**src/rtl/usr_pkg.sv**
```systemverilog
// Shared types and constants for the unbounded sum reachability block.
package usr_pkg;

  // Sizing of the part store and the reachability map.
  localparam int unsigned MAX_PARTS  = 16;
  localparam int unsigned MAX_TARGET = 1023;

  localparam int unsigned VALUE_W  = 10;
  localparam int unsigned PART_AW  = (MAX_PARTS > 1) ? $clog2(MAX_PARTS) : 1;
  localparam int unsigned COUNT_W  = $clog2(MAX_PARTS + 1);
  localparam int unsigned MAP_DEPTH = MAX_TARGET + 1;
  localparam int unsigned MAP_AW   = $clog2(MAP_DEPTH);
  localparam int unsigned CMP_W    = (MAP_AW > VALUE_W) ? MAP_AW : VALUE_W;

  // Command codes carried in the request.
  typedef enum logic [1:0] {
    CMD_ADD   = 2'd0,
    CMD_QUERY = 2'd1,
    CMD_CLEAR = 2'd2
  } usr_cmd_e;

  // Sequencer states.
  typedef enum logic [1:0] {
    ST_IDLE,
    ST_PART_RD,
    ST_PART_CHK,
    ST_REACH_CHK
  } usr_state_e;

  // One command transfer.
  typedef struct packed {
    logic [1:0]         cmd;
    logic [VALUE_W-1:0] value;
  } usr_req_t;

  // One result transfer.
  typedef struct packed {
    logic reachable;
    logic error;
  } usr_rsp_t;

endpackage

```
**src/rtl/usr_part_mem.sv**
```systemverilog
// Part value store: one write port, one read port with registered read data.
module usr_part_mem
  import usr_pkg::*;
(
  input  logic               clk_i,
  input  logic               we_i,
  input  logic [PART_AW-1:0] waddr_i,
  input  logic [VALUE_W-1:0] wdata_i,
  input  logic               re_i,
  input  logic [PART_AW-1:0] raddr_i,
  output logic [VALUE_W-1:0] rdata_o
);

  logic [VALUE_W-1:0] mem [MAX_PARTS];
  logic [VALUE_W-1:0] rdata_q;

  // Write port.
  always_ff @(posedge clk_i) begin
    if (we_i) begin
      mem[waddr_i] <= wdata_i;
    end
  end

  // Registered read port.
  always_ff @(posedge clk_i) begin
    if (re_i) begin
      rdata_q <= mem[raddr_i];
    end
  end

  assign rdata_o = rdata_q;

endmodule

```
**src/rtl/usr_reach_mem.sv**
```systemverilog
// Reachability bitmap: one write port, one read port with registered read data.
module usr_reach_mem
  import usr_pkg::*;
(
  input  logic              clk_i,
  input  logic              we_i,
  input  logic [MAP_AW-1:0] waddr_i,
  input  logic              wdata_i,
  input  logic              re_i,
  input  logic [MAP_AW-1:0] raddr_i,
  output logic              rdata_o
);

  logic mem [MAP_DEPTH];
  logic rdata_q;

  // Write port.
  always_ff @(posedge clk_i) begin
    if (we_i) begin
      mem[waddr_i] <= wdata_i;
    end
  end

  // Registered read port.
  always_ff @(posedge clk_i) begin
    if (re_i) begin
      rdata_q <= mem[raddr_i];
    end
  end

  assign rdata_o = rdata_q;

endmodule

```
**src/rtl/unbounded_sum_reachability_top.sv**
```systemverilog
// Top level: command decode, part count and the query sequencer.
//
// Usage: a command transfer happens at a rising edge with start high and
// busy low; req_i carries the command code and a 10-bit value. Add stores
// a nonzero part, clear empties the part set, query asks whether the
// target is a sum of stored parts, each usable any number of times.
// Every valid command gives exactly one result on rsp_o, marked by done_o
// for one cycle; the receiver must take it then, as it cannot stall.
// The unused command code gives no result.
// Add, clear, an out-of-range target and a zero target answer in the
// cycle after the transfer and keep busy low. Any other query sweeps the
// bitmap from 1 up to the target; for each target value the sequencer
// reads the stored parts one by one through the shared subtractor and
// checks the bitmap entry at t minus part. Each part goes through the
// part read and part check states, and through the bitmap check state
// when it is no larger than t; a hit closes the target value early.
// busy stays high for the whole sweep.
// Reset clears the part count and the sequencer; the stores themselves
// keep no reset value and are rewritten before they are read.
module unbounded_sum_reachability_top
  import usr_pkg::*;
(
  input  logic     clk_i,
  input  logic     rst_ni,
  input  logic     start,
  output logic     busy,
  input  usr_req_t req_i,
  output logic     done_o,
  output usr_rsp_t rsp_o
);

  usr_state_e         state_q, state_d;
  logic [COUNT_W-1:0] count_q, count_d;
  logic [COUNT_W-1:0] k_q, k_d;
  logic [MAP_AW-1:0]  t_q, t_d;
  logic [MAP_AW-1:0]  tgt_q, tgt_d;
  logic               done_q, done_d;
  usr_rsp_t           rsp_q, rsp_d;

  logic               part_we, part_re;
  logic [PART_AW-1:0] part_waddr;
  logic [VALUE_W-1:0] part_rdata;
  logic               reach_we, reach_wdata, reach_re, reach_rdata;
  logic [MAP_AW-1:0]  reach_waddr;

  logic [CMP_W:0]     diff;
  logic               borrow;
  logic               fin, fin_hit;
  logic               too_large;

  // Part and bitmap storage.
  usr_part_mem u_part_mem (
    .clk_i   (clk_i),
    .we_i    (part_we),
    .waddr_i (part_waddr),
    .wdata_i (req_i.value),
    .re_i    (part_re),
    .raddr_i (k_q[PART_AW-1:0]),
    .rdata_o (part_rdata)
  );

  usr_reach_mem u_reach_mem (
    .clk_i   (clk_i),
    .we_i    (reach_we),
    .waddr_i (reach_waddr),
    .wdata_i (reach_wdata),
    .re_i    (reach_re),
    .raddr_i (diff[MAP_AW-1:0]),
    .rdata_o (reach_rdata)
  );

  // Shared subtractor: t minus the current part; the borrow means part > t.
  assign diff   = {1'b0, CMP_W'(t_q)} - {1'b0, CMP_W'(part_rdata)};
  assign borrow = diff[CMP_W];

  // Range check on the query target.
  assign too_large = {6'd0, req_i.value} > 16'(MAX_TARGET);

  assign part_waddr = count_q[PART_AW-1:0];

  // State and control registers.
  always_ff @(posedge clk_i or negedge rst_ni) begin
    if (!rst_ni) begin
      state_q <= ST_IDLE;
      count_q <= '0;
      done_q  <= 1'b0;
    end else begin
      state_q <= state_d;
      count_q <= count_d;
      done_q  <= done_d;
    end
  end

  // Datapath registers.
  always_ff @(posedge clk_i) begin
    k_q   <= k_d;
    t_q   <= t_d;
    tgt_q <= tgt_d;
    rsp_q <= rsp_d;
  end

  // Next state, memory controls and results.
  always_comb begin
    state_d     = state_q;
    count_d     = count_q;
    k_d         = k_q;
    t_d         = t_q;
    tgt_d       = tgt_q;
    done_d      = 1'b0;
    rsp_d       = rsp_q;
    part_we     = 1'b0;
    part_re     = 1'b0;
    reach_we    = 1'b0;
    reach_wdata = 1'b0;
    reach_waddr = t_q;
    reach_re    = 1'b0;
    fin         = 1'b0;
    fin_hit     = 1'b0;

    unique case (state_q)
      ST_IDLE: begin
        if (start) begin
          case (usr_cmd_e'(req_i.cmd))
            CMD_ADD: begin
              done_d = 1'b1;
              rsp_d  = '0;
              if (req_i.value != '0) begin
                if (count_q == COUNT_W'(MAX_PARTS)) begin
                  rsp_d.error = 1'b1;
                end else begin
                  part_we = 1'b1;
                  count_d = count_q + 1'b1;
                end
              end
            end
            CMD_QUERY: begin
              rsp_d = '0;
              if (too_large) begin
                done_d      = 1'b1;
                rsp_d.error = 1'b1;
              end else if (req_i.value == '0) begin
                done_d          = 1'b1;
                rsp_d.reachable = 1'b1;
              end else begin
                // Seed entry zero and start the sweep at one.
                reach_we    = 1'b1;
                reach_waddr = '0;
                reach_wdata = 1'b1;
                tgt_d       = MAP_AW'(req_i.value);
                t_d         = MAP_AW'(1);
                k_d         = '0;
                state_d     = ST_PART_RD;
              end
            end
            CMD_CLEAR: begin
              done_d  = 1'b1;
              rsp_d   = '0;
              count_d = '0;
            end
            default: begin
            end
          endcase
        end
      end
      ST_PART_RD: begin
        // All parts tried without a hit: this target value is unreachable.
        if (k_q == count_q) begin
          fin = 1'b1;
        end else begin
          part_re = 1'b1;
          state_d = ST_PART_CHK;
        end
      end
      ST_PART_CHK: begin
        if (!borrow) begin
          reach_re = 1'b1;
          state_d  = ST_REACH_CHK;
        end else begin
          k_d     = k_q + 1'b1;
          state_d = ST_PART_RD;
        end
      end
      ST_REACH_CHK: begin
        if (reach_rdata) begin
          fin     = 1'b1;
          fin_hit = 1'b1;
        end else begin
          k_d     = k_q + 1'b1;
          state_d = ST_PART_RD;
        end
      end
      default: begin
        state_d = ST_IDLE;
      end
    endcase

    // Close out the current target value: record it, then move on or answer.
    if (fin) begin
      reach_we    = 1'b1;
      reach_waddr = t_q;
      reach_wdata = fin_hit;
      if (t_q == tgt_q) begin
        done_d          = 1'b1;
        rsp_d.reachable = fin_hit;
        rsp_d.error     = 1'b0;
        state_d         = ST_IDLE;
      end else begin
        t_d     = t_q + 1'b1;
        k_d     = '0;
        state_d = ST_PART_RD;
      end
    end
  end

  assign busy   = (state_q != ST_IDLE);
  assign done_o = done_q;
  assign rsp_o  = rsp_q;

endmodule

```
**config.mk**
```make
export PLATFORM = sky130hd
export DESIGN_NAME = unbounded_sum_reachability_top
export DESIGN_NICKNAME = d
export VERILOG_FILES = /design/src/rtl/usr_pkg.sv /design/src/rtl/usr_part_mem.sv /design/src/rtl/usr_reach_mem.sv /design/src/rtl/unbounded_sum_reachability_top.sv
export SDC_FILE = /design/constraint.sdc
export NUM_CORES = 2
export LEC_CHECK = 0
export ABC_AREA = 1
export ABC_CLOCK_PERIOD_IN_PS = 38700
export BUFFER_PORTS_ARGS = -buffer_cell sky130_fd_sc_hd__buf_2
export CORE_MARGIN = 2
export CORE_UTILIZATION = 40
export CTS_BUF_LIST = sky130_fd_sc_hd__clkbuf_4
export CTS_CLUSTER_DIAMETER = 150
export DETAILED_ROUTE_END_ITERATION = 10
export PLACE_DENSITY = 0.51
export REMOVE_ABC_BUFFERS = 1
export SYNTH_ARGS = -nofsm -noshare
export SYNTH_HDL_FRONTEND = slang
export SYNTH_SLANG_ARGS = --single-unit
```
**constraint.sdc**
```tcl
create_clock -name clk_i -period 38.7 [get_ports clk_i]
set_input_delay 3.87 -clock clk_i [delete_from_list [all_inputs] [get_ports clk_i]]
set_output_delay 3.87 -clock clk_i [all_outputs]
set_load 0.02 [all_outputs]
```
== After elaboration in Yosys (flattened, before gate mapping) ==
Memories as Yosys holds them, arrays and structs flattened. A register that Yosys moved wholly into a read port is not among the register bits.
Cells that the tools add are included.
Word-level totals
  register bits: 35
  memories kept: 2
  RAM bits: 1184
  output and inout port bits: 4
  input bits: 15
Operators by class
  bitwise operators: 1
  equality and inequality tests: 15
  reduce and logical (&&, ||, !) cells: 10
  mux-type cells: 67
  add/sub/neg operators: 4
Memories
  u_reach_mem.mem: depth 1024, width 1, rd ports 1, clocked after Yosys merged registers in 1, write ports 1, RTL line usr_reach_mem.sv:14  | logic mem [MAP_DEPTH];
  u_part_mem.mem: depth 16, width 10, rd ports 1, clocked after Yosys merged registers in 1, write ports 1, RTL line usr_part_mem.sv:14  | logic [VALUE_W-1:0] mem [MAX_PARTS];
Operator list (count)
  10-bit 2-to-1 mux: 11
  5-bit 2-to-1 mux: 9
  1-bit 2-to-1 mux: 30
  2-bit 2-to-1 mux: 11
  5-bit one-hot mux with 3 select lines: 1
  3-bit != test (second input constant): 4
  10-bit by 10-bit subtractor with 11-bit output: 1
  10-bit by 1-bit adder with 10-bit output (second input constant): 1
  5-bit by 1-bit adder with 5-bit output (second input constant): 2
  10-bit == test: 1
  10-bit zero test: 1
  5-bit one-hot mux with 2 select lines: 1
  5-bit AND reduction: 2
  10-bit nonzero test: 1
  2-bit one-hot mux with 4 select lines: 1
  2-bit == test (second input constant): 3
  2-bit one-hot mux with 3 select lines: 1
  5-bit == test: 1
  5-bit == test (second input constant): 1
  2-bit by 1-bit == test with 1-bit output (second input constant): 2
  2-bit zero test: 2
  2-bit != test (second input constant): 2
  1-bit one-hot mux with 2 select lines: 2
  4-bit AND reduction: 1
  other kinds (4): 5

== Logic depth before layout (Yosys ltp) ==
  depth after elaboration: 8
  gate-level depth with buffers: 20

== By module ==
Synthesis repeated with hierarchy kept, for this count alone.
Unflattened totals
  cell total of the unflattened synthesis: 5736
  area total of the unflattened synthesis: 56312.8 um2
By module, submodules not included
  usr_reach_mem: cells an instance 4679, area an instance 46402.0 um2, seq. area each 30779.5 um2, times used 1
  usr_part_mem: cells an instance 682, area an instance 7279.5 um2, seq. area each 5104.9 um2, times used 1
  unbounded_sum_reachability_top: cells an instance 375, area an instance 2631.3 um2, seq. area each 840.8 um2, times used 1

== Worst setup path after synthesis ==
OpenSTA, ideal clock, no wires.
  kind: in2reg
  start: in req_i[5] (netlist name)
  end: mem u_reach_mem.mem[0], data pin
  slack: 18843 ps
  data required time: 36005 ps
  cell stages on the path: 11
  arrival: 17162 ps
  cells stage by stage: nor2_1 -> nand3_1 -> nor2_1 -> nor2_2 -> nand3_1 -> nor2_4 -> inv_2 -> nor2_8 -> inv_4 -> buf_6 -> nand2_1
Between the ends
  longest elaborated chain between the ends: 6
Ends and longest elaborated chain
  start, declared: RTL line unbounded_sum_reachability_top.sv:27  | input usr_req_t req_i,
  10-bit zero test: RTL line unbounded_sum_reachability_top.sv:141  | end else if (req_i.value == '0) begin
  1-bit 2-to-1 mux: RTL line unbounded_sum_reachability_top.sv:141
  1-bit 2-to-1 mux: RTL line unbounded_sum_reachability_top.sv:123  | case (usr_cmd_e'(req_i.cmd))
  1-bit 2-to-1 mux: RTL line unbounded_sum_reachability_top.sv:122  | if (start) begin
  1-bit 2-to-1 mux: RTL line unbounded_sum_reachability_top.sv:120  | unique case (state_q)
  1-bit 2-to-1 mux: RTL line unbounded_sum_reachability_top.sv:198  | if (fin) begin
  named net reach_wdata: RTL line unbounded_sum_reachability_top.sv:43  | logic reach_we, reach_wdata, reach_re, reach_rdata;
  end, declared: RTL line usr_reach_mem.sv:14
The timed path passes the listed nets, and every way through them passes these cells.

== Worst setup path in the final report ==
  start: in req_i[6] (netlist name)
  end: mem u_reach_mem.mem[623], data pin
Same word-level chain as after synthesis.

==> impl_metrics.ini <==
[status]
status = finished clean

[clock_network]
cts_tree = done
htree_levels = 5
cts_hold_buf = 0
clock_path_buffers = 4
postCtsSetupRepairBufs = 0
cts_root_buf = clkbuf_4
clk_latency_ns = 1.33
cts_resized = 0
clk_pin_slew_ns = 0.06
cts_inserted_buffers = 352
cts.sinks = 1230

[floorplan]
fp.dieW_um = 378
io_pins = 19
core_mm2 = 0.139
rows = 137
start_util_pct = 40.2
die-area_mm2 = 0.143
die_h_um = 378

[route]
wl_per_cell_um = 22.3
drc = 0
wl_met1_um = 73200
routed-via-count = 41400
ant_nets = 0
wl_met2_um = 82500
met3WireLength_um = 12600
vias_per_cell = 5.35
drt_iter0_drc = 4254
first_pass_iters = 5
wl_um = 173000
highest_layer = met5

[worst_hold_path]
hold_path_class = reg -> reg
holdCritStartpoint = rsp_o[0]
whs_path_depth = 2
hold_end = rsp_o[0]

[synth]
synth_cells = 5631
synth_seq_cells = 1230
yosysSeqAreaShare_pct = 65.6
avgSynthCellArea_um2 = 9.94
ys_warn_count = 0
synth_area_mm2 = 0.0560
synth_cell_type_count = 52

[critical_path]
crit_family = buffers and inverters
worstSetupStartpointType = input pin
crit_path_end_kind = flop
critPathMaxFanout = 116
cpMaxStageDelayCell = buf_4
reg2regPathDepth = 19
r2r_end = u_reach_mem.rdata_o
worstPathArrival_ns = 8.03
crit_path_start = req_i[6]
critPathKind = in -> reg
worstPathRequired_ns = 39.59
critical_path_buf_inv_count = 5
critPathMaxStageDelay_ns = 0.89
rrSetupSlack_ns = 32.15
rr_startpoint = t_q[0]
path_cells = buf_2 > nor2_1 > nand2_1 > nor2_1 > nor2_2 > nand3_1 > nor2_4 > inv_2 > nor2_8 > inv_4 > nand2_4 > buf_4 > buf_4

[timing]
hold_slack_ns = 0.546
relSlewSlack_pct = 20.5
rsz0062_at_grt = false
slew_viol_final = 0
period_share_pct = 18.5
max_freq_mhz = 140
tns_ns = 0
post-route-min-period_ns = 7.14
finalHoldViolCount = 0
tightest_slew_ns = 1.19
setup_viol = 0
fin_skew_ns = 0.113
setup_slack_ns = 31.56

[layout]
area_growth_syn_to_layout_pct = 10.1
design_area_mm2 = 0.0617
nets = 5668
drive_gt1_share_pct = 12.5

[placement]
gp_congestion = 0.788
placed_area_mm2 = 0.0574
io_buffers = 18
hpwl_um = 79300
pre_cts_ws_ns = 30.32

[global_route]
grt_max_degree = 268
grt_pass1_vias = 40500
antenna_found_initial = 4
grt_use_total_pct = 24.2
grt_first_pass_wirelength_um = 256000
grt_remaining_overflow = 0

[job]
drv_cap = 0
[layout by cell type, fill, tap and decap left out, drive strengths merged, types with 2 or more instances in the layout]
cell,n
a31oi,2
a221oi,3
ha,22
nor4,2
inv,229
o211ai,89
xor2,13
nand2,742
edfxtp,1205
dfxtp,17
o22ai,10
o21ai,408
buf,105
nand3,600
xnor2,9
a21oi,44
nand4,7
clkbuf,531
dfrtp,8
or2,2
clkinv,59
nor2,1700
diode,3
o31ai,4
nor3,12
o221ai,31
nor3b,3
[worst max-delay path by stage]
stage / end / slack, ns / depth (start not counted)
CTS: u_reach_mem.mem[1002] / 31.69 / 13
global route: u_reach_mem.mem[1002] / 31.23 / 13
floorplan: u_reach_mem.rdata_o / 12.42 / 15
global placement: u_reach_mem.mem[842] / 30.39 / 13
detailed placement: u_reach_mem.mem[842] / 30.32 / 13
finish: u_reach_mem.mem[623] / 31.56 / 13
[sequential cells by signal (all words and copies together), names as in the netlist]
register and count:
count_q 5, done_o 1, k_q 5, rsp_o 2, state_q 2, t_q 10, tgt_q 10, u_part_mem.mem 160
u_part_mem.rdata_o 10, u_reach_mem.mem 1024, u_reach_mem.rdata_o 1
[metrics by stage]
step | cells | util [%]
2_1_floorplan | 5171 | -
3_3_place_gp | 7152 | 41.3
3_5_place_dp | 7152 | 41.3
4_1_cts | 7742 | 44.3
5_1_grt | 7744 | 44.3
6_report | 7745 | 44.3
[synthesized netlist by cell type, drive strengths merged]
library cell | number | area, um2
xor2 | 13 | 114
o2111ai | 1 | 8.76
o21a | 1 | 7.51
buf | 253 | 1230
a22oi | 1 | 7.51
or2 | 2 | 12.5
nand4 | 7 | 43.8
clkinv | 1 | 5.00
nor3b | 3 | 22.5
dfrtp | 8 | 200
clkbuf | 207 | 778
o221ai | 31 | 272
a31oi | 2 | 12.5
nor4 | 2 | 18.8
nand3 | 600 | 3040
xnor2 | 9 | 78.8
o32ai | 1 | 8.76
nor2 | 1700 | 6490
o31ai | 4 | 35.0
nor3 | 12 | 81.3
ha | 22 | 275
a21o | 1 | 7.51
a41oi | 1 | 8.76
fa | 1 | 20.0
nand2 | 742 | 2800
o21ai | 408 | 2050
o22ai | 10 | 62.6
a221oi | 3 | 26.3
inv | 228 | 858
dfxtp | 17 | 340
edfxtp | 1205 | 36200
o21bai | 1 | 7.51
a21oi | 44 | 220
nand3b | 1 | 7.51
o211ai | 89 | 668
[kinds of logic (layout without fill, tap and decap cells)]
group                      after synthesis  in the layout  synth area share, %
DFF                                   1230           1230                 65.6
and+or+nand+nor                       3069           3069                 22.3
adders and majority gates               23             23                0.527
xor gates and xnor gates                22             22                0.344
AOI/OAI and AO/OA                      598            598                 6.07
other                                    0              3                    0
buffers and inverters                  689            924                 5.12
[cell type report]
class                           count  area, um2
Antenna cell                        3       7.51
Fill cell                       13700      77500
Multi-Input combinational cell   3712      16700
Timing Repair Buffer              105        818
Clock buffer                      531       3990
Tap cell                         1876       2350
Inverter                          229        878
Sequential cell                  1230      36700
Clock inverter                     59        224
[layer usage]
layer | GRT usage [%] | vias up
met3 | 4.51 | 305
met1 | 31.9 | 20400
li1 | - | 19200
met4 | 8.37 | 2
met5 | 0 | -
met2 | 40.2 | 1506
[tightest hold or removal path, delay by kind of cell (launching register included)]
| kind | cells | cell delay [ns] |
|---|---|---|
| AOI/OAI and AO/OA | 1 | 0.09 |
| DFF | 1 | 0.33 |
| and+or+nand+nor | 1 | 0.10 |
Power is left out: the tool's default activity adds up to more than one toggle a clock period on the data nets, which glitch-free logic cannot reach.
